File: config.mk
export PLATFORM = sky130hd
export DESIGN_NAME = zssu_front
export DESIGN_NICKNAME = d
export VERILOG_FILES = /design/src/zssu_pkg.sv /design/src/zssu_front.sv
export SDC_FILE = /design/constraint.sdc
export NUM_CORES = 1
export LEC_CHECK = 0
export BUFFER_PORTS_ARGS = -buffer_cell sky130_fd_sc_hd__buf_2
export CAP_MARGIN = 10
export CORE_MARGIN = 1
export CORE_UTILIZATION = 38
export CTS_BUF_LIST = sky130_fd_sc_hd__clkbuf_4 sky130_fd_sc_hd__clkbuf_8 sky130_fd_sc_hd__clkbuf_16
export CTS_CLUSTER_SIZE = 8
export DETAILED_ROUTE_END_ITERATION = 10
export GPL_ROUTABILITY_DRIVEN = 0
export MAX_ROUTING_LAYER = met4
export PLACE_DENSITY = 0.67
export SLEW_MARGIN = 10
export SYNTH_ARGS = -nofsm -noshare
export SYNTH_HDL_FRONTEND = slang
export SYNTH_SLANG_ARGS = --single-unit
File: constraint.sdc
create_clock -name clk_i -period 7.55 [get_ports clk_i]
set_input_delay 1.1325 -clock clk_i [delete_from_list [all_inputs] [get_ports clk_i]]
set_output_delay 1.1325 -clock clk_i [all_outputs]
set_load 0.05 [all_outputs]
File: src/zssu_pkg.sv
// Shared types and constants of the zero-suppressed sequence unpacker.
`timescale 1ns / 1ps
`default_nettype none
package zssu_pkg;

  // Fixed field widths
  localparam int unsigned ROW_IDX_W = 6;
  localparam int unsigned PAD_IDX_W = 6;
  localparam int unsigned STRIP_W   = 10;
  localparam int unsigned ADC_W     = 8;
  localparam int unsigned SLOT_W    = 10;
  localparam int unsigned TOTAL_W   = 20;
  // Wide enough for any row/pad table index (127 rows by 255 pads)
  localparam int unsigned TBL_IDX_W = 15;

  localparam logic [TOTAL_W-1:0] TOTAL_MAX = 20'hFFFFF;
  localparam logic [7:0]         PAD_END   = 8'hFF;

  // Command queue between front and back
  localparam int unsigned QUEUE_DEPTH = 4;
  localparam int unsigned QPTR_W      = $clog2(QUEUE_DEPTH);

  typedef enum logic [1:0] {
    OP_SEQ   = 2'd0,
    OP_ADC   = 2'd1,
    OP_BANK  = 2'd2,
    OP_EVENT = 2'd3
  } opcode_e;

  typedef enum logic [1:0] {
    ERR_OK         = 2'd0,
    ERR_OUTSIDE    = 2'd1,
    ERR_RANGE      = 2'd2,
    ERR_AFTER_END  = 2'd3
  } err_e;

  typedef enum logic [1:0] {
    CMD_PLAIN = 2'd0,  // result carries only an error code and the total
    CMD_ADC   = 2'd1,  // nonzero in-range byte: count table update
    CMD_EVENT = 2'd2   // event start: clear total and count table
  } cmd_kind_e;

  typedef struct packed {
    cmd_kind_e              kind;
    err_e                   err;
    logic [ROW_IDX_W-1:0]   row_index;
    logic [PAD_IDX_W-1:0]   pad_index;
    logic [STRIP_W-1:0]     strip;
    logic [ADC_W-1:0]       adc;
    logic [TBL_IDX_W-1:0]   tbl_idx;
  } cmd_t;

  typedef struct packed {
    logic                   hit;
    logic [ROW_IDX_W-1:0]   row_index;
    logic [PAD_IDX_W-1:0]   pad_index;
    logic [STRIP_W-1:0]     strip_bin;
    logic [ADC_W-1:0]       adc_value;
    logic [SLOT_W-1:0]      hit_slot;
    logic [TOTAL_W-1:0]     total_hits;
    err_e                   error_code;
  } res_t;

endpackage
`default_nettype wire

File: src/zssu_front.sv
// Front end: decodes sequence words and ADC bytes into table commands.
`timescale 1ns / 1ps
`default_nettype none
module zssu_front #(
  parameter int unsigned MAX_ROW = 64,
  parameter int unsigned MAX_PAD = 64
) (
  input  wire logic                clk_i,
  input  wire logic                rst_ni,
  input  wire logic                accept_i,
  input  wire logic [1:0]          opcode_i,
  input  wire logic [15:0]         payload_i,
  output zssu_pkg::cmd_t           cmd_o
);

  logic [6:0] row_q, row_d;
  logic [8:0] pad_q, pad_d;
  logic [9:0] next_strip_q, next_strip_d;
  logic [9:0] run_stop_q, run_stop_d;
  logic       step_q, step_d;
  logic       ended_q, ended_d;

  logic [6:0] row_m1;
  logic [8:0] pad_m1;
  logic       out_of_range;

  assign row_m1 = row_q - 7'd1;
  assign pad_m1 = pad_q - 9'd1;
  assign out_of_range = (row_q == 7'd0) || (row_q > 7'(MAX_ROW)) ||
                        (pad_q == 9'd0) || (pad_q > 9'(MAX_PAD));

  always_comb begin
    row_d        = row_q;
    pad_d        = pad_q;
    next_strip_d = next_strip_q;
    run_stop_d   = run_stop_q;
    step_d       = step_q;
    ended_d      = ended_q;
    cmd_o        = '0;
    cmd_o.kind   = zssu_pkg::CMD_PLAIN;
    cmd_o.err    = zssu_pkg::ERR_OK;
    case (zssu_pkg::opcode_e'(opcode_i))
      zssu_pkg::OP_EVENT, zssu_pkg::OP_BANK: begin
        row_d        = 7'd1;
        pad_d        = 9'd1;
        next_strip_d = '0;
        run_stop_d   = '0;
        step_d       = 1'b0;
        ended_d      = 1'b0;
        if (zssu_pkg::opcode_e'(opcode_i) == zssu_pkg::OP_EVENT) begin
          cmd_o.kind = zssu_pkg::CMD_EVENT;
        end
      end
      zssu_pkg::OP_SEQ: begin
        if (ended_q) begin
          cmd_o.err = zssu_pkg::ERR_AFTER_END;
        end else begin
          // apply a pending pad step before the word acts
          if (step_q) begin
            pad_d  = pad_q + 9'd1;
            step_d = 1'b0;
          end
          if (payload_i[15]) begin
            pad_d        = {1'b0, payload_i[7:0]};
            row_d        = payload_i[14:8];
            ended_d      = (payload_i[7:0] == zssu_pkg::PAD_END);
            next_strip_d = '0;
            run_stop_d   = '0;
          end else begin
            next_strip_d = {1'b0, payload_i[14:6]};
            run_stop_d   = {1'b0, payload_i[14:6]} + {5'd0, payload_i[4:0]};
            step_d       = payload_i[5];
          end
        end
      end
      zssu_pkg::OP_ADC: begin
        if (ended_q) begin
          cmd_o.err = zssu_pkg::ERR_AFTER_END;
        end else if (next_strip_q >= run_stop_q) begin
          cmd_o.err = zssu_pkg::ERR_OUTSIDE;
        end else begin
          next_strip_d = next_strip_q + 10'd1;
          if (payload_i[7:0] != 8'd0) begin
            if (out_of_range) begin
              cmd_o.err = zssu_pkg::ERR_RANGE;
            end else begin
              cmd_o.kind      = zssu_pkg::CMD_ADC;
              cmd_o.row_index = row_m1[zssu_pkg::ROW_IDX_W-1:0];
              cmd_o.pad_index = pad_m1[zssu_pkg::PAD_IDX_W-1:0];
              cmd_o.strip     = next_strip_q;
              cmd_o.adc       = payload_i[7:0];
              cmd_o.tbl_idx   = zssu_pkg::TBL_IDX_W'(
                                  zssu_pkg::TBL_IDX_W'(row_m1) *
                                  zssu_pkg::TBL_IDX_W'(MAX_PAD)) +
                                zssu_pkg::TBL_IDX_W'(pad_m1);
            end
          end
        end
      end
      default: begin
        cmd_o.err = zssu_pkg::ERR_OK;
      end
    endcase
  end

  always_ff @(posedge clk_i or negedge rst_ni) begin
    if (!rst_ni) begin
      row_q        <= 7'd1;
      pad_q        <= 9'd1;
      next_strip_q <= '0;
      run_stop_q   <= '0;
      step_q       <= 1'b0;
      ended_q      <= 1'b0;
    end else if (accept_i) begin
      row_q        <= row_d;
      pad_q        <= pad_d;
      next_strip_q <= next_strip_d;
      run_stop_q   <= run_stop_d;
      step_q       <= step_d;
      ended_q      <= ended_d;
    end
  end

endmodule
`default_nettype wire

==> impl_summary.log <==
INFO  metric layout.cells.most_common = sky130_fd_sc_hd__buf_2
INFO  metric period_needed = 4.86 ns
INFO  metric switching_power_share_of_the_total = 42.3%
INFO  metric insertedDiodeCount = 0
INFO  metric grt_antenna_before_repair = 0
INFO  metric route.vias.total = 2,988
INFO  metric placeable_core_region = 0.00781 mm2
INFO  metric max_slew.worst_pin.slew = 1.05 ns
INFO  metric hold_viol_final = 0
INFO  metric timing.critical_path.arrival = 3.73 ns
INFO  metric combPwrFrac = 40.3%
INFO  metric cp_slowest_stage_delay = 0.99 ns
INFO  metric synth_compound_gate_area_share = 19.7%
INFO  metric final-seq-area = 953 um2
INFO  metric cts-root-to-sink-buffers = 2
INFO  metric multi_input_area = 0.00186 mm2
INFO  metric drive_gt1_share = 19.4%
INFO  metric floorplan.die.height = 92.4 um
INFO  metric reg2reg_depth = 8
INFO  metric min-delay-start = row_q[6]
INFO  metric unrepaired_setup_endpoints_after_global_routing = false
INFO  metric yosys.cell_types.count = 60
INFO  metric grt_first_pass_wirelength = 13.8 mm
INFO  metric critical_path.cell_chain = inv_1, ha_1, nand2b_1, a211oi_1, o21ai_1, a21o_1, nand4bb_2, nor4b_2, buf_2
INFO  metric clk_transition_reported_paths = 0.08 ns
INFO  metric detail_route.first_pass.iterations = 5
INFO  metric leakage = 1.68 nW
INFO  metric netlist_instances = 388
INFO  metric route.detailed.wl_per_inst = 15.7 um
INFO  metric max_clk_rate = 206 MHz
INFO  metric hold_path_depth = 2
INFO  metric cts_htree_levels = 2
INFO  metric required = 6.42 ns
INFO  metric post_synth.cell_area_avg = 8.00 um2
INFO  metric drtAntennaViolNets = 0
INFO  metric synth_async_sr_flop_share = 100%
INFO  metric pre_cts_ws = 2.80 ns
INFO  metric worstReg2RegStart = next_strip_q[0]
INFO  metric drt-total-wl = 8.46 mm
INFO  metric clock_latency_of_the_later_clocked_register_in_the_worst_skew_pair = 0.30 ns
INFO  metric cellInternalPower = 0.412 mW
INFO  metric fin_nets = 482
INFO  metric number_of_maximum_capacitance_constraint_violations = 0
INFO  metric relSlewSlack = 30.2%
INFO  metric post_cts.repair.setup_buffers = 0
INFO  metric layout.core_utilization = 45.2%
INFO  metric yosys.area_share.adder = 10.2%
INFO  metric post_route_setup_slack = 2.69 ns
INFO  metric cts_hold_repair.buffers = 0
INFO  metric filler_cell_count = 812
INFO  metric drt_iter0_drc = 212
INFO  metric status = complete, no violations
INFO  metric starting_density_of_the_core = 39.8%
INFO  metric synthesis.area = 0.00311 mm2
INFO  metric port_buffers = 67
INFO  metric grt.total_usage = 21.0%
INFO  metric postCtsResizedCells = 0
INFO  metric clock-root-buffer = sky130_fd_sc_hd__clkbuf_8
INFO  metric timing.critical_path.slowest_stage_cell = sky130_fd_sc_hd__nand4bb_2
INFO  metric placement_rows = 32
INFO  metric final_setup_violation_count = 0
INFO  metric route.detailed.vias_per_inst = 5.53
INFO  metric tritoncts = done
INFO  metric yosys_warning_count = 0
INFO  metric start_kind = flip-flop
INFO  metric grt_start_max_net_pins = 39
INFO  metric critical_path_peak_fanout = 38
INFO  metric layout.cells.most_common_list = sky130_fd_sc_hd__buf_2, sky130_fd_sc_hd__nor2_1, sky130_fd_sc_hd__inv_1
INFO  metric count_of_state_elements_after_synthesis = 38
INFO  metric clock_power_share = 25.1%
INFO  metric grt_overflow_total = 0
INFO  metric end_kind = primary output
INFO  metric critPathKind = flip-flop to primary output
INFO  metric numCtsBuffers = 5
INFO  metric floorplan.die_area = 0.00854 mm2
INFO  metric area.growth.synth_to_final = 13.6%
INFO  metric ir_worst_vdd = 0.0000820 V
INFO  metric worst_path_buffer_plus_inverter_count = 2
INFO  metric min_period_over_period = 64.4%
INFO  metric count_of_pins_on_the_block_boundary = 70
INFO  metric synth_top_family_by_area = simple AND/OR/NAND/NOR gates
INFO  metric setup_total_negative_slack = 0 ns
INFO  metric power-per-cell-area = 202 mW/mm2
INFO  metric cts.sinks = 38
INFO  metric seq_area_frac_synth = 30.7%
INFO  metric drt_drc_violations_left = 0
INFO  metric synth_mux_area_share = 0.363%
INFO  metric synth_flop_cell = sky130_fd_sc_hd__dfrtp_1
INFO  metric synth-simple-area-share = 22.4%
INFO  metric critical_path.startpoint = next_strip_q[0]
INFO  metric floorplan.die.width = 92.4 um
INFO  metric first_global_vias = 2,801
INFO  metric worst_clock_skew = 0.00613 ns
INFO  metric netSwitchingPower = 0.302 mW
INFO  metric timing.hold.worst.class = flip-flop to flip-flop
INFO  metric synth_xor_xnor_area_share = 7.01%
INFO  metric post_detail_place_hpwl = 6.44 mm
INFO  metric seqPwrFrac = 34.6%
INFO  metric crit_cells = 9
INFO  metric report.final.slew_viol_count = 0
INFO  metric synth_enable_flop_cells = 0
INFO  metric critPathTopFamily = simple AND/OR/NAND/NOR gates
==> cells by family (layout without fill, tap and decap cells) <==
| kind of cell | count (synthesis) | after routing |
|---|---|---|
| and+or+nand+nor | 142 | 142 |
| other | 1 | 2 |
| adders and majority gates | 24 | 24 |
| xor gates and xnor gates | 24 | 24 |
| DFF | 38 | 38 |
| AOI/OAI and AO/OA | 95 | 95 |
| muxes | 1 | 1 |
| buffers and inverters | 63 | 112 |
==> final cells by class <==
class | count | share of cell area, %
clock buffers | 5 | 1.95
clock inverters | 3 | 1.28
inverters | 37 | 3.94
multi-input cells | 288 | 52.7
flip-flops and latches | 38 | 27.0
well taps | 102 | 3.62
repair buffers | 67 | 9.50
==> worst register-to-register path, delay by kind of cell (launching register included) <==
kind | cells | cell delay, ns
AOI/OAI and AO/OA | 5 | 1.28
DFF | 1 | 0.39
adders and majority gates | 1 | 0.25
buffers and inverters | 1 | 0.16
and+or+nand+nor | 1 | 0.14
==> power by group through the flow <==
stage	Sequential (mW)	Clock, mW	Combinational (mW)
after floorplan	0.241	0	0.231
after global placement	0.249	0	0.282
after detailed placement	0.251	0	0.285
after CTS	0.246	0.182	0.287
after global routing	0.250	0.190	0.316
final	0.247	0.179	0.288
==> final timing paths <==
check | to | slack (ns)
setup reg to reg | next_strip_q[1] | 5.25
setup / recovery | cmd_o[12] | 2.69
hold / removal | row_q[6] | 0.51
max in group asynchronous | next_strip_q[4] | 6.05
min in group asynchronous | pad_q[1] | 0.95
hold reg to reg | row_q[6] | 0.51
==> sequential cells by signal (all words and copies together), names as in the netlist <==
name and count:
ended_q 1, next_strip_q 10, pad_q 9, step_q 1
row_q 7, run_stop_q 10
==> routing by layer <==
metal  routed length, um  vias to the layer above  track usage [%]
li1                    -                     1443                -
met1                3930                     1397             28.0
met2                3720                      120             31.2
met3                 552                       28             4.11
met4                 255                        0             8.59
met5                   0                        -                -
==> cells in the mapped netlist (2+ instances only) <==
cell type	n	area share [%]
sky130_fd_sc_hd__a211oi_1	3	0.73
sky130_fd_sc_hd__a21o_1	4	0.97
sky130_fd_sc_hd__a21oi_1	18	2.9
sky130_fd_sc_hd__a221o_1	4	1.3
sky130_fd_sc_hd__a22o_1	5	1.4
sky130_fd_sc_hd__a22oi_1	3	0.73
sky130_fd_sc_hd__a31oi_1	2	0.40
sky130_fd_sc_hd__and3_1	4	0.81
sky130_fd_sc_hd__buf_2	5	0.81
sky130_fd_sc_hd__buf_4	8	1.9
sky130_fd_sc_hd__buf_6	3	1.1
sky130_fd_sc_hd__clkbuf_1	8	0.97
sky130_fd_sc_hd__dfrtp_1	36	29
sky130_fd_sc_hd__dfstp_2	2	1.7
sky130_fd_sc_hd__fa_1	2	1.3
sky130_fd_sc_hd__ha_1	22	8.9
sky130_fd_sc_hd__inv_1	37	4.5
sky130_fd_sc_hd__nand2_1	33	4.0
sky130_fd_sc_hd__nand2b_1	4	0.81
sky130_fd_sc_hd__nand3_1	6	0.97
sky130_fd_sc_hd__nand4_1	6	1.2
sky130_fd_sc_hd__nor2_1	51	6.2
sky130_fd_sc_hd__nor2b_1	3	0.60
sky130_fd_sc_hd__nor3_1	9	1.5
sky130_fd_sc_hd__nor3b_1	5	1.2
sky130_fd_sc_hd__nor4_1	11	2.2
sky130_fd_sc_hd__o211ai_1	5	1.2
sky130_fd_sc_hd__o21ai_0	32	5.2
sky130_fd_sc_hd__o21ai_1	2	0.32
sky130_fd_sc_hd__o22ai_1	2	0.40
sky130_fd_sc_hd__o31a_1	2	0.56
sky130_fd_sc_hd__or3_1	2	0.40
sky130_fd_sc_hd__xnor2_1	14	3.9
sky130_fd_sc_hd__xor2_1	9	2.5
==> per-stage QoR <==
stage / cells / cell area (um2) / hold slack, ns / total power [mW]
floorplan: 389 / 3110 / 0.470 / 0.472
global placement: 532 / 3410 / 0.485 / 0.531
detailed placement: 532 / 3410 / 0.501 / 0.536
CTS: 540 / 3530 / 0.519 / 0.716
global route: 540 / 3530 / 0.535 / 0.757
finish: 540 / 3530 / 0.511 / 0.714
Note: power is estimated with default switching activity, not from simulation.
