**src/zssu_pkg.sv**
```systemverilog
// Shared types and constants of the zero-suppressed sequence unpacker.
`timescale 1ns / 1ps
`default_nettype none
package zssu_pkg;

  // Fixed field widths
  localparam int unsigned ROW_IDX_W = 6;
  localparam int unsigned PAD_IDX_W = 6;
  localparam int unsigned STRIP_W   = 10;
  localparam int unsigned ADC_W     = 8;
  localparam int unsigned SLOT_W    = 10;
  localparam int unsigned TOTAL_W   = 20;
  // Wide enough for any row/pad table index (127 rows by 255 pads)
  localparam int unsigned TBL_IDX_W = 15;

  localparam logic [TOTAL_W-1:0] TOTAL_MAX = 20'hFFFFF;
  localparam logic [7:0]         PAD_END   = 8'hFF;

  // Command queue between front and back
  localparam int unsigned QUEUE_DEPTH = 4;
  localparam int unsigned QPTR_W      = $clog2(QUEUE_DEPTH);

  typedef enum logic [1:0] {
    OP_SEQ   = 2'd0,
    OP_ADC   = 2'd1,
    OP_BANK  = 2'd2,
    OP_EVENT = 2'd3
  } opcode_e;

  typedef enum logic [1:0] {
    ERR_OK         = 2'd0,
    ERR_OUTSIDE    = 2'd1,
    ERR_RANGE      = 2'd2,
    ERR_AFTER_END  = 2'd3
  } err_e;

  typedef enum logic [1:0] {
    CMD_PLAIN = 2'd0,  // result carries only an error code and the total
    CMD_ADC   = 2'd1,  // nonzero in-range byte: count table update
    CMD_EVENT = 2'd2   // event start: clear total and count table
  } cmd_kind_e;

  typedef struct packed {
    cmd_kind_e              kind;
    err_e                   err;
    logic [ROW_IDX_W-1:0]   row_index;
    logic [PAD_IDX_W-1:0]   pad_index;
    logic [STRIP_W-1:0]     strip;
    logic [ADC_W-1:0]       adc;
    logic [TBL_IDX_W-1:0]   tbl_idx;
  } cmd_t;

  typedef struct packed {
    logic                   hit;
    logic [ROW_IDX_W-1:0]   row_index;
    logic [PAD_IDX_W-1:0]   pad_index;
    logic [STRIP_W-1:0]     strip_bin;
    logic [ADC_W-1:0]       adc_value;
    logic [SLOT_W-1:0]      hit_slot;
    logic [TOTAL_W-1:0]     total_hits;
    err_e                   error_code;
  } res_t;

endpackage
`default_nettype wire

```
**src/zssu_queue.sv**
```systemverilog
// Short command queue that decouples the front end from the count table.
`timescale 1ns / 1ps
`default_nettype none
module zssu_queue (
  input  wire logic            clk_i,
  input  wire logic            rst_ni,
  input  wire logic            push_i,
  input  wire zssu_pkg::cmd_t  cmd_i,
  output logic                 full_o,
  input  wire logic            pop_i,
  output logic                 valid_o,
  output zssu_pkg::cmd_t       cmd_o
);

  zssu_pkg::cmd_t                entry_q [zssu_pkg::QUEUE_DEPTH];
  logic [zssu_pkg::QPTR_W-1:0]   wr_ptr_q, rd_ptr_q;
  logic [zssu_pkg::QPTR_W:0]     count_q;

  assign full_o  = (count_q == (zssu_pkg::QPTR_W + 1)'(zssu_pkg::QUEUE_DEPTH));
  assign valid_o = (count_q != '0);
  assign cmd_o   = entry_q[rd_ptr_q];

  always_ff @(posedge clk_i) begin
    if (push_i) begin
      entry_q[wr_ptr_q] <= cmd_i;
    end
  end

  always_ff @(posedge clk_i or negedge rst_ni) begin
    if (!rst_ni) begin
      wr_ptr_q <= '0;
      rd_ptr_q <= '0;
      count_q  <= '0;
    end else begin
      if (push_i) begin
        wr_ptr_q <= wr_ptr_q + 1'b1;
      end
      if (pop_i) begin
        rd_ptr_q <= rd_ptr_q + 1'b1;
      end
      case ({push_i, pop_i})
        2'b10:   count_q <= count_q + 1'b1;
        2'b01:   count_q <= count_q - 1'b1;
        default: count_q <= count_q;
      endcase
    end
  end

endmodule
`default_nettype wire

```
**config.mk**
```make
export PLATFORM = sky130hd
export DESIGN_NAME = zssu_queue
export DESIGN_NICKNAME = d
export VERILOG_FILES = /design/src/zssu_pkg.sv /design/src/zssu_queue.sv
export SDC_FILE = /design/constraint.sdc
export NUM_CORES = 1
export LEC_CHECK = 0
export BUFFER_PORTS_ARGS = -buffer_cell sky130_fd_sc_hd__buf_2
export CORE_MARGIN = 8
export CORE_UTILIZATION = 35
export CTS_CLUSTER_SIZE = 8
export DETAILED_ROUTE_END_ITERATION = 12
export PLACE_DENSITY_LB_ADDON = 0.25
export SYNTH_ARGS = -nofsm -noshare
export SYNTH_HDL_FRONTEND = slang
export SYNTH_SLANG_ARGS = --single-unit
```
**constraint.sdc**
```tcl
create_clock -name clk_i -period 5.35 [get_ports clk_i]
set_clock_uncertainty 0.2 [all_clocks]
set_input_delay 1.07 -clock clk_i [delete_from_list [all_inputs] [get_ports clk_i]]
set_output_delay 1.07 -clock clk_i [all_outputs]
set_load 0.02 [all_outputs]
```
==> results.py, run 1 <==
metrics = {
    "final_layout": {
        "syn2layout_area_growth_pct": 20.6,
        "fillCellCount": 1842,
        "final_cell_mix": "edfxtp_1, buf_2, mux4_2, clkbuf_16, clkbuf_1",
        "nets": 476,
        "final_common_cell": "edfxtp_1",
        "drive_gt1_share_pct": 45.3,
        "fin_area_sq_mm": 0.00907,
        "diodes": 0,
    },
    "clock_network": {
        "htreeDepth": 1,
        "path_clk_slew_ns": 0.05,
        "cts_setup_buffers": 0,
        "cts_resized": 0,
        "clk_latency_ns": 0.51,
        "cts_tree": "yes",
        "cts_made_buffers": 29,
        "cts_hold_buf": 0,
        "clockBufferDepth": 3,
        "clock-root-buffer": "clkbuf_16",
        "clock_sinks": 203,
    },
    "die": {
        "core-area_sq_mm": 0.0211,
        "die_h_um": 163,
        "row_count": 53,
        "ios": 104,
        "die_area_sq_mm": 0.0264,
        "initial_core_util_pct": 35.7,
        "dieWidth_um": 163,
    },
    "timing": {
        "fin_crit_sh_pct": 70.6,
        "maxSlewViolCount": 0,
        "setup_ws_ns": 1.57,
        "max_freq_ghz": 0.265,
        "layout_min_cycle_time_ns": 3.78,
        "worst_slew_pin_slew_ns": 1.07,
        "fin_setup_tns_ns": 0,
        "hold_viol": 0,
        "finalSetupViolations": 0,
        "max_slew_margin_pct": 28.7,
        "rsz0062_at_grt": "no",
    },
    "critical_path": {
        "worstPathMaxFanout": 51,
        "cp.arrival_ns": 2.51,
        "worstSetupPathType": "reg -> out",
        "crit_chain": "mux4_1 -> buf_2",
        "cpMaxStageDelayCell": "dfrtp_4",
        "worst_ep_required_time_ns": 4.08,
        "endpoint_kind": "primary output",
        "r2r_slack_ns": 2.97,
        "max_stage_delay_ns": 1.13,
        "start_kind": "flop",
        "cpLargestDelayFamily": "flip-flops",
        "worst-path-buf-inv": 1,
        "reg2regPathDepth": 4,
        "cp_num_cells": 2,
    },
    "logic_synthesis": {
        "syn-num-nets": 349,
        "yosysWarnings": 0,
        "ys_types": 20,
        "synth_top_area_share_pct": 78.3,
        "syn_inst": 290,
        "ys_ff_latch": 203,
        "syn-cell-area_sq_mm": 0.00752,
        "yosysTopAreaCell": "edfxtp_1",
        "ys_seq_area_share_pct": 80.6,
        "syn_area_per_cell_sq_um": 25.9,
        "synth_area_leaders": "edfxtp_1, mux4_2, dfrtp_1",
    },
    "status": {
        "outcome": "finished, final reports clean",
    },
    "drt": {
        "routed_wl_mm": 14.5,
        "wl_per_cell_um": 20.6,
        "postRouteAntennaNets": 0,
        "avgViaCountPerCell": 4.84,
        "vias": 3401,
        "dr.first_iter.drc_count": 183,
        "drc": 0,
        "first_pass_iters": 4,
    },
    "global_routing": {
        "grt_max_degree": 52,
        "grt_use_total_pct": 11.0,
        "grt_first_pass_wirelength_mm": 22.3,
        "grt_pass1_vias": 3881,
        "antenna_found_initial": 6,
        "overflow": 0,
    },
    "place": {
        "globalplace.congestion": 0.671,
        "pre_cts_ws_ns": 2.01,
        "postPlaceCellArea_sq_mm": 0.00829,
        "io_buffers": 103,
        "dp_hpwl_mm": 8.66,
    },
    "power": {
        "power_density_mw_per_mm2": 582,
        "p_leak_nw": 3.12,
        "ir_worst_vdd_mv": 0.263,
    },
    "hold_path": {
        "hp-class": "in -> async",
    },
    "flow_run": {
        "drv_cap": 0,
    },
}
[final timing paths]
| kind | start | end |
|---|---|---|
| worst max-delay path | rd_ptr_q[0]$_DFFE_PN0P_ | cmd_o[48] |
| max in group asynchronous | rst_ni | rd_ptr_q[1]$_DFFE_PN0P_ |
| worst min register to register | count_q[2]$_DFFE_PN0P_ | count_q[2]$_DFFE_PN0P_ |
| worst min-delay path | rst_ni | count_q[0]$_DFFE_PN0P_ |
| min in group clk_i | count_q[2]$_DFFE_PN0P_ | count_q[2]$_DFFE_PN0P_ |
| worst max register to register | wr_ptr_q[0]$_DFFE_PN0P_ | entry_q[0][40]$_DFFE_PP_ |
[per-stage QoR]
step	util, %	power, mW	std cells	hold slack [ns]
final	43.0	5.28	703	0.176
after global routing	43.0	5.57	703	0.160
after CTS	43.0	5.41	703	0.156
after detailed placement	39.3	3.81	661	0.278
after global placement	39.3	3.78	661	0.266
after floorplan	-	3.37	290	0.247
[kinds of logic after synthesis]
| group | Yosys count | synth area share [%] |
|---|---|---|
| adders and majority gates | 6 | 1.10 |
| xor gates and xnor gates | 6 | 0.699 |
| AOI/OAI and AO/OA | 1 | 0.0665 |
| DFF | 203 | 80.6 |
| and+or+nand+nor | 9 | 0.665 |
| muxes | 50 | 14.9 |
| buffers and inverters | 15 | 2.01 |
[area by class of cell]
type / instances / area (sq um) / area share, %
clock buffer: 40 / 767 / 8.46
multi-input combinational: 72 / 1310 / 14.5
tap: 275 / 344 / 3.79
timing repair buffer: 108 / 553 / 6.10
clock inverter: 2 / 13.8 / 0.152
sequential: 203 / 6070 / 66.9
inverter: 3 / 11.3 / 0.124
[per-layer routing]
metal,part of all wire (%),vias to the layer above,global-route usage (%),wire (um)
met1,40,1750,12.9,5760
met4,2.7,12,3.50,388
met5,0.52,-,0,75
met3,7.7,48,4.35,1110
met2,49,109,18.4,7130
li1,-,1482,-,-
[synthesized netlist by cell type]
cell and n:
inv_1 3, clkbuf_1 1, buf_2 5, buf_12 5
mux4_2 48, nor2_1 1, mux4_1 1, fa_1 1
mux2_2 1, ha_1 5, or3_1 1, edfxtp_1 196
dfrtp_1 7, xnor2_1 3, buf_6 1, nand2_1 2
xor2_1 3, o21ai_0 1, nor3b_1 1, and2_1 4
[where the power goes]
group | total [mW] | switching (mW) | internal [mW]
clock network | 1.56 | 0.592 | 0.972
logic | 1.40 | 0.784 | 0.613
registers | 2.32 | 0.230 | 2.09
total | 5.28 | 1.61 | 3.67
[state kept, by name, indices dropped and copies added (netlist names)]
signal    flops
count_q       3
wr_ptr_q      2
rd_ptr_q      2
entry_q     196
No activity file was read; power rests on OpenSTA's default activity.
==> run 2: changes to the inputs <==
clock period = 3.95 ns   (was 5.35 ns; I/O delays follow)
==> run 2 against run 1 <==
Sequential power rose by 31%. Sequential share of layout area is 0.83 points lower. Clock power increased by 40%. First-iteration DRC count is 36% lower. Core utilization is 0.54 points higher. Worst hold slack better by 0.11 ns. Global-route usage down 0.097 points. Clock-buffer cell count down 1. Critical endpoint is now cmd_o[30].
==> results.py, run 2 (synthesis gave the netlist of run 1 again) <==
metrics = {
    "status": {
        "outcome": "finished, final reports clean",
    },
    "critical_path": {
        "endpoint_kind": "primary output",
        "r2r_slack_ns": 1.83,
        "cp.arrival_ns": 2.35,
        "worstReg2RegStart": "wr_ptr_q[0]$_DFFE_PN0P_",
        "r2r_end": "entry_q[0][15]$_DFFE_PP_",
        "start_kind": "flop",
        "worstPathMaxFanout": 31,
        "reg2regPathDepth": 4,
        "worst_ep_required_time_ns": 2.96,
        "worstSetupPathType": "reg -> out",
    },
    "final_layout": {
        "nets": 478,
        "diodes": 0,
        "drive_gt1_share_pct": 45.5,
        "final_cell_mix": "edfxtp_1, buf_2, mux4_2, clkbuf_16, clkbuf_1",
        "top_regs": "entry_q x196, count_q x3",
        "final_common_cell": "edfxtp_1",
        "fin_util_pct": 43.5,
        "regMostFlops": "entry_q",
        "largest_reg_flops": 196,
        "syn2layout_area_growth_pct": 22.1,
    },
    "place": {
        "dp_hpwl_mm": 8.70,
        "globalplace.congestion": 0.647,
        "io_buffers": 103,
    },
    "die": {
        "die_h_um": 163,
        "core-area_sq_mm": 0.0211,
        "die_area_sq_mm": 0.0264,
        "ios": 104,
        "initial_core_util_pct": 35.7,
        "row_count": 53,
        "dieWidth_um": 163,
    },
    "drt": {
        "dr.first_iter.drc_count": 117,
        "routed_wl_mm": 14.5,
        "postRouteAntennaNets": 0,
        "vias": 3382,
        "drc": 0,
        "avgViaCountPerCell": 4.80,
        "first_pass_iters": 4,
        "wl_per_cell_um": 20.5,
    },
    "clock_network": {
        "path_clk_slew_ns": 0.05,
        "clk_latency_ns": 0.52,
        "htreeDepth": 1,
        "clock_sinks": 203,
        "clock-root-buffer": "clkbuf_16",
        "cts_resized": 0,
        "cts_tree": "yes",
        "cts_made_buffers": 29,
        "clockBufferDepth": 3,
    },
    "global_routing": {
        "grt_pass1_vias": 3843,
        "antenna_found_initial": 2,
        "grt_use_total_pct": 10.9,
        "overflow": 0,
        "grt_first_pass_wirelength_mm": 22.3,
        "grt_max_degree": 32,
    },
    "flow_run": {
        "drv_cap": 0,
    },
    "timing": {
        "maxSlewViolCount": 0,
        "layout_min_cycle_time_ns": 3.34,
        "hold_ws_ns": 0.282,
        "max_freq_ghz": 0.299,
        "fin_setup_tns_ns": 0,
        "fin_crit_sh_pct": 84.6,
        "hold_viol": 0,
        "rsz0062_at_grt": "no",
        "worst_slew_pin_slew_ns": 0.718,
        "max_slew_margin_pct": 52.1,
        "finalSetupViolations": 0,
    },
    "hold_path": {
        "hp-class": "in -> reg",
        "hp-start": "cmd_i[37]",
        "worstHoldEndpoint": "entry_q[0][37]$_DFFE_PP_",
        "holdPathStages": 1,
    },
    "power": {
        "power_density_mw_per_mm2": 796,
        "ir_worst_vdd_mv": 0.393,
        "p_leak_nw": 3.16,
        "finalPower_mw": 7.31,
    },
}
run 2: changes by cell type in the layout (fill, tap and decap cells not counted):
cell,delta
buf_4,-5
buf_12,+6
dlygate4sd3_1,+1
clkinv_2,-1
clkbuf_1,-1
bufinv_16,+1
run 2: final cells by class:
cell class,count,area [sq um]
Timing Repair Buffer,110,646
Sequential cell,203,6070
Inverter,3,11.3
Multi-Input combinational cell,72,1310
Fill cell,1830,11900
Clock inverter,2,38.8
Clock buffer,39,763
Tap cell,275,344
run 2: worst max path at each step:
stage,from,end,slack [ns],cells after the start
floorplan,push_i,entry_q[0][0]$_DFFE_PP_,1.38,1
global placement,rd_ptr_q[0]$_DFFE_PN0P_,cmd_o[30],1.08,3
detailed placement,rd_ptr_q[0]$_DFFE_PN0P_,cmd_o[30],1.07,3
CTS,rd_ptr_q[0]$_DFFE_PN0P_,cmd_o[30],0.52,3
global route,rd_ptr_q[0]$_DFFE_PN0P_,cmd_o[30],0.44,3
finish,rd_ptr_q[0]$_DFFE_PN0P_,cmd_o[30],0.61,3
run 2: repair_timing:
action	4_1_cts	5_1_grt
setup buffers	0	0
hold buffers	1	0
hold endpoints to repair	7	0
run 2: worst max-delay path, cell delays in order, from the launching register on:
cell	delay, ns
dfrtp_4	0.71
buf_12	0.33
mux4_2	0.57
buf_2	0.18
run 2: routing by layer:
metal,global-route usage (%),part of all wire (%)
met4,3.00,2.1
met1,12.6,40
met3,4.27,8.0
met2,18.8,50
met5,0,0.19
run 2: where the power goes:
part	total [mW]	internal [mW]	switching, mW
Clock	2.18	1.38	0.806
Sequential	3.04	2.83	0.212
Combinational	2.08	0.892	1.19
Total	7.31	5.10	2.21
run 2: per-stage QoR:
step,cell area (sq um),setup WS [ns],cells
CTS,9180,0.517,704
floorplan,7520,1.38,290
global placement,8370,1.08,662
finish,9180,0.609,704
global route,9180,0.443,704
detailed placement,8370,1.07,662
==> run 3: changes to the inputs <==
clock period = 3.1 ns   (was 3.95 ns; I/O delays follow)
==> run 3 against run 2 <==
Sequential cell count unchanged. Core utilization up 0.23 points. Non-clock buffer count up 10. Clock power up 28%. Setup slack worse by 0.31 ns. Wire length up 3.4%. Die area unchanged. Combinational power up 36%. Via count up 1.2%. Cell count up 1.6%. First-iteration DRC count up 44%. Clock-buffer cell count up 2. Critical endpoint is now cmd_o[47].
==> results.py, run 3 (synthesis gave the netlist of run 1 again) <==
metrics = {
    "timing": {
        "rsz0062_at_grt": "no",
        "fin_setup_tns_ns": 0,
        "worst_slew_pin_slew_ns": 0.602,
        "maxSlewViolCount": 0,
        "layout_min_cycle_time_ns": 2.80,
        "hold_viol": 0,
        "max_freq_ghz": 0.357,
        "finalSetupViolations": 0,
        "max_slew_margin_pct": 59.8,
        "setup_ws_ns": 0.296,
        "fin_crit_sh_pct": 90.4,
    },
    "final_layout": {
        "diodes": 0,
        "top_regs": "entry_q x196, count_q x3",
        "fillCellCount": 1832,
        "final_common_cell": "edfxtp_1",
        "drive_gt1_share_pct": 46.4,
        "final_cell_mix": "edfxtp_1, buf_2, mux4_2, clkbuf_16",
        "regMostFlops": "entry_q",
        "nets": 488,
        "largest_reg_flops": 196,
        "syn2layout_area_growth_pct": 22.7,
    },
    "clock_network": {
        "cts_made_buffers": 29,
        "path_clk_slew_ns": 0.05,
        "clock-root-buffer": "clkbuf_16",
        "clock_sinks": 203,
        "htreeDepth": 1,
        "cts_resized": 0,
        "clk_latency_ns": 0.51,
        "cts_tree": "yes",
        "clockBufferDepth": 3,
    },
    "die": {
        "initial_core_util_pct": 35.7,
        "core-area_sq_mm": 0.0211,
        "dieWidth_um": 163,
        "ios": 104,
        "row_count": 53,
        "die_h_um": 163,
        "die_area_sq_mm": 0.0264,
    },
    "global_routing": {
        "grt_max_degree": 28,
        "grt_first_pass_wirelength_mm": 23.4,
        "grt_use_total_pct": 11.5,
        "antenna_found_initial": 3,
        "overflow": 0,
        "grt_pass1_vias": 4028,
    },
    "hold_path": {
        "hp-start": "cmd_i[1]",
        "hp-class": "in -> reg",
        "worstHoldEndpoint": "entry_q[3][1]$_DFFE_PP_",
        "holdPathStages": 1,
    },
    "power": {
        "power_density_mw_per_mm2": 1010,
        "finalPower_mw": 9.36,
        "intPower_mw": 6.54,
        "p_clk_share_pct": 29.8,
        "seqPwrFrac_pct": 40.1,
        "comb_power_share_pct": 30.1,
        "p_leak_nw": 3.20,
        "ir_worst_vdd_mv": 0.486,
        "p_switching_mw": 2.82,
        "netSwitchingFraction_pct": 30.2,
    },
    "critical_path": {
        "worstSetupPathType": "reg -> out",
        "r2r_end": "entry_q[2][43]$_DFFE_PP_",
        "reg2regPathDepth": 4,
        "r2r_slack_ns": 1.09,
        "worstReg2RegStart": "wr_ptr_q[0]$_DFFE_PN0P_",
        "cp.arrival_ns": 1.98,
        "endpoint_kind": "primary output",
        "start_kind": "flop",
        "worstPathMaxFanout": 10,
        "worst_ep_required_time_ns": 2.28,
    },
    "drt": {
        "dr.first_iter.drc_count": 168,
        "routed_wl_mm": 15.0,
        "drc": 0,
        "wl_per_cell_um": 20.9,
        "avgViaCountPerCell": 4.79,
        "postRouteAntennaNets": 0,
        "first_pass_iters": 4,
        "vias": 3422,
    },
    "place": {
        "globalplace.congestion": 0.687,
        "io_buffers": 103,
        "dp_hpwl_mm": 9.32,
        "pre_cts_ws_ns": 0.506,
    },
    "flow_run": {
        "drv_cap": 0,
    },
    "status": {
        "outcome": "finished, final reports clean",
    },
}
run 3: cell count changes in the layout (fill, tap and decap cells not counted), sizes merged:
cell	previous run	this run
inv	4	3
clkbuf	39	41
buf	109	119
run 3: how the worst max path moves through the flow:
stage                            start                 endpoint  slack (ns)  cells past startpoint
2_1_floorplan                   push_i  entry_q[0][0]$_DFFE_PP_        0.70                      1
3_3_place_gp   rd_ptr_q[0]$_DFFE_PN0P_                cmd_o[43]        0.51                      3
5_1_grt        rd_ptr_q[0]$_DFFE_PN0P_                cmd_o[47]        0.20                      3
3_5_place_dp   rd_ptr_q[0]$_DFFE_PN0P_                cmd_o[47]        0.51                      3
4_1_cts        rd_ptr_q[0]$_DFFE_PN0P_                cmd_o[43]        0.23                      3
6_report       rd_ptr_q[0]$_DFFE_PN0P_                cmd_o[47]        0.30                      3
run 3: area by class of cell:
class	instances	area [sq um]	area share, %
Tap cell	275	344	3.73
Timing Repair Buffer	120	696	7.54
Clock inverter	1	30.0	0.325
Multi-Input combinational cell	72	1310	14.2
Clock buffer	41	771	8.35
Inverter	3	11.3	0.122
Sequential cell	203	6070	65.7
run 3: per-layer routing:
metal,GRT usage (%),vias to the layer above,share of wire (%),wire [um]
met5,0,-,0.27,40
met4,3.34,6,1.7,255
met3,4.22,32,8.6,1280
met2,20.0,106,50,7480
met1,13.2,1769,39,5890
li1,-,1509,-,-
run 3: timing repair:
item	CTS	global route
endpoints found under the hold margin	7	0
setup buffers	3	0
setup endpoints to repair	31	0
hold buffers	1	0
run 3: through the flow:
step | std cells | hold slack (ns) | instance area (sq um) | util (%)
2_1_floorplan | 290 | 0.124 | 7520 | -
3_3_place_gp | 669 | 0.266 | 8400 | 39.8
3_5_place_dp | 669 | 0.273 | 8400 | 39.8
4_1_cts | 715 | 0.0945 | 9230 | 43.8
5_1_grt | 715 | 0.0979 | 9230 | 43.8
6_report | 715 | 0.123 | 9230 | 43.8
run 3: worst max-delay path, cell delays in order, from the launching register on:
cell and delay (ns):
dfrtp_4 0.48, buf_4 0.27, mux4_2 0.54, buf_2 0.18
run 3: power groups by stage:
stage	Combinational (mW)	Clock [mW]	Sequential, mW
after floorplan	2.06	0	3.76
after CTS	2.93	2.88	3.76
after global routing	3.07	3.00	3.80
after global placement	2.80	0	3.84
final	2.82	2.79	3.75
after detailed placement	2.82	0	3.87
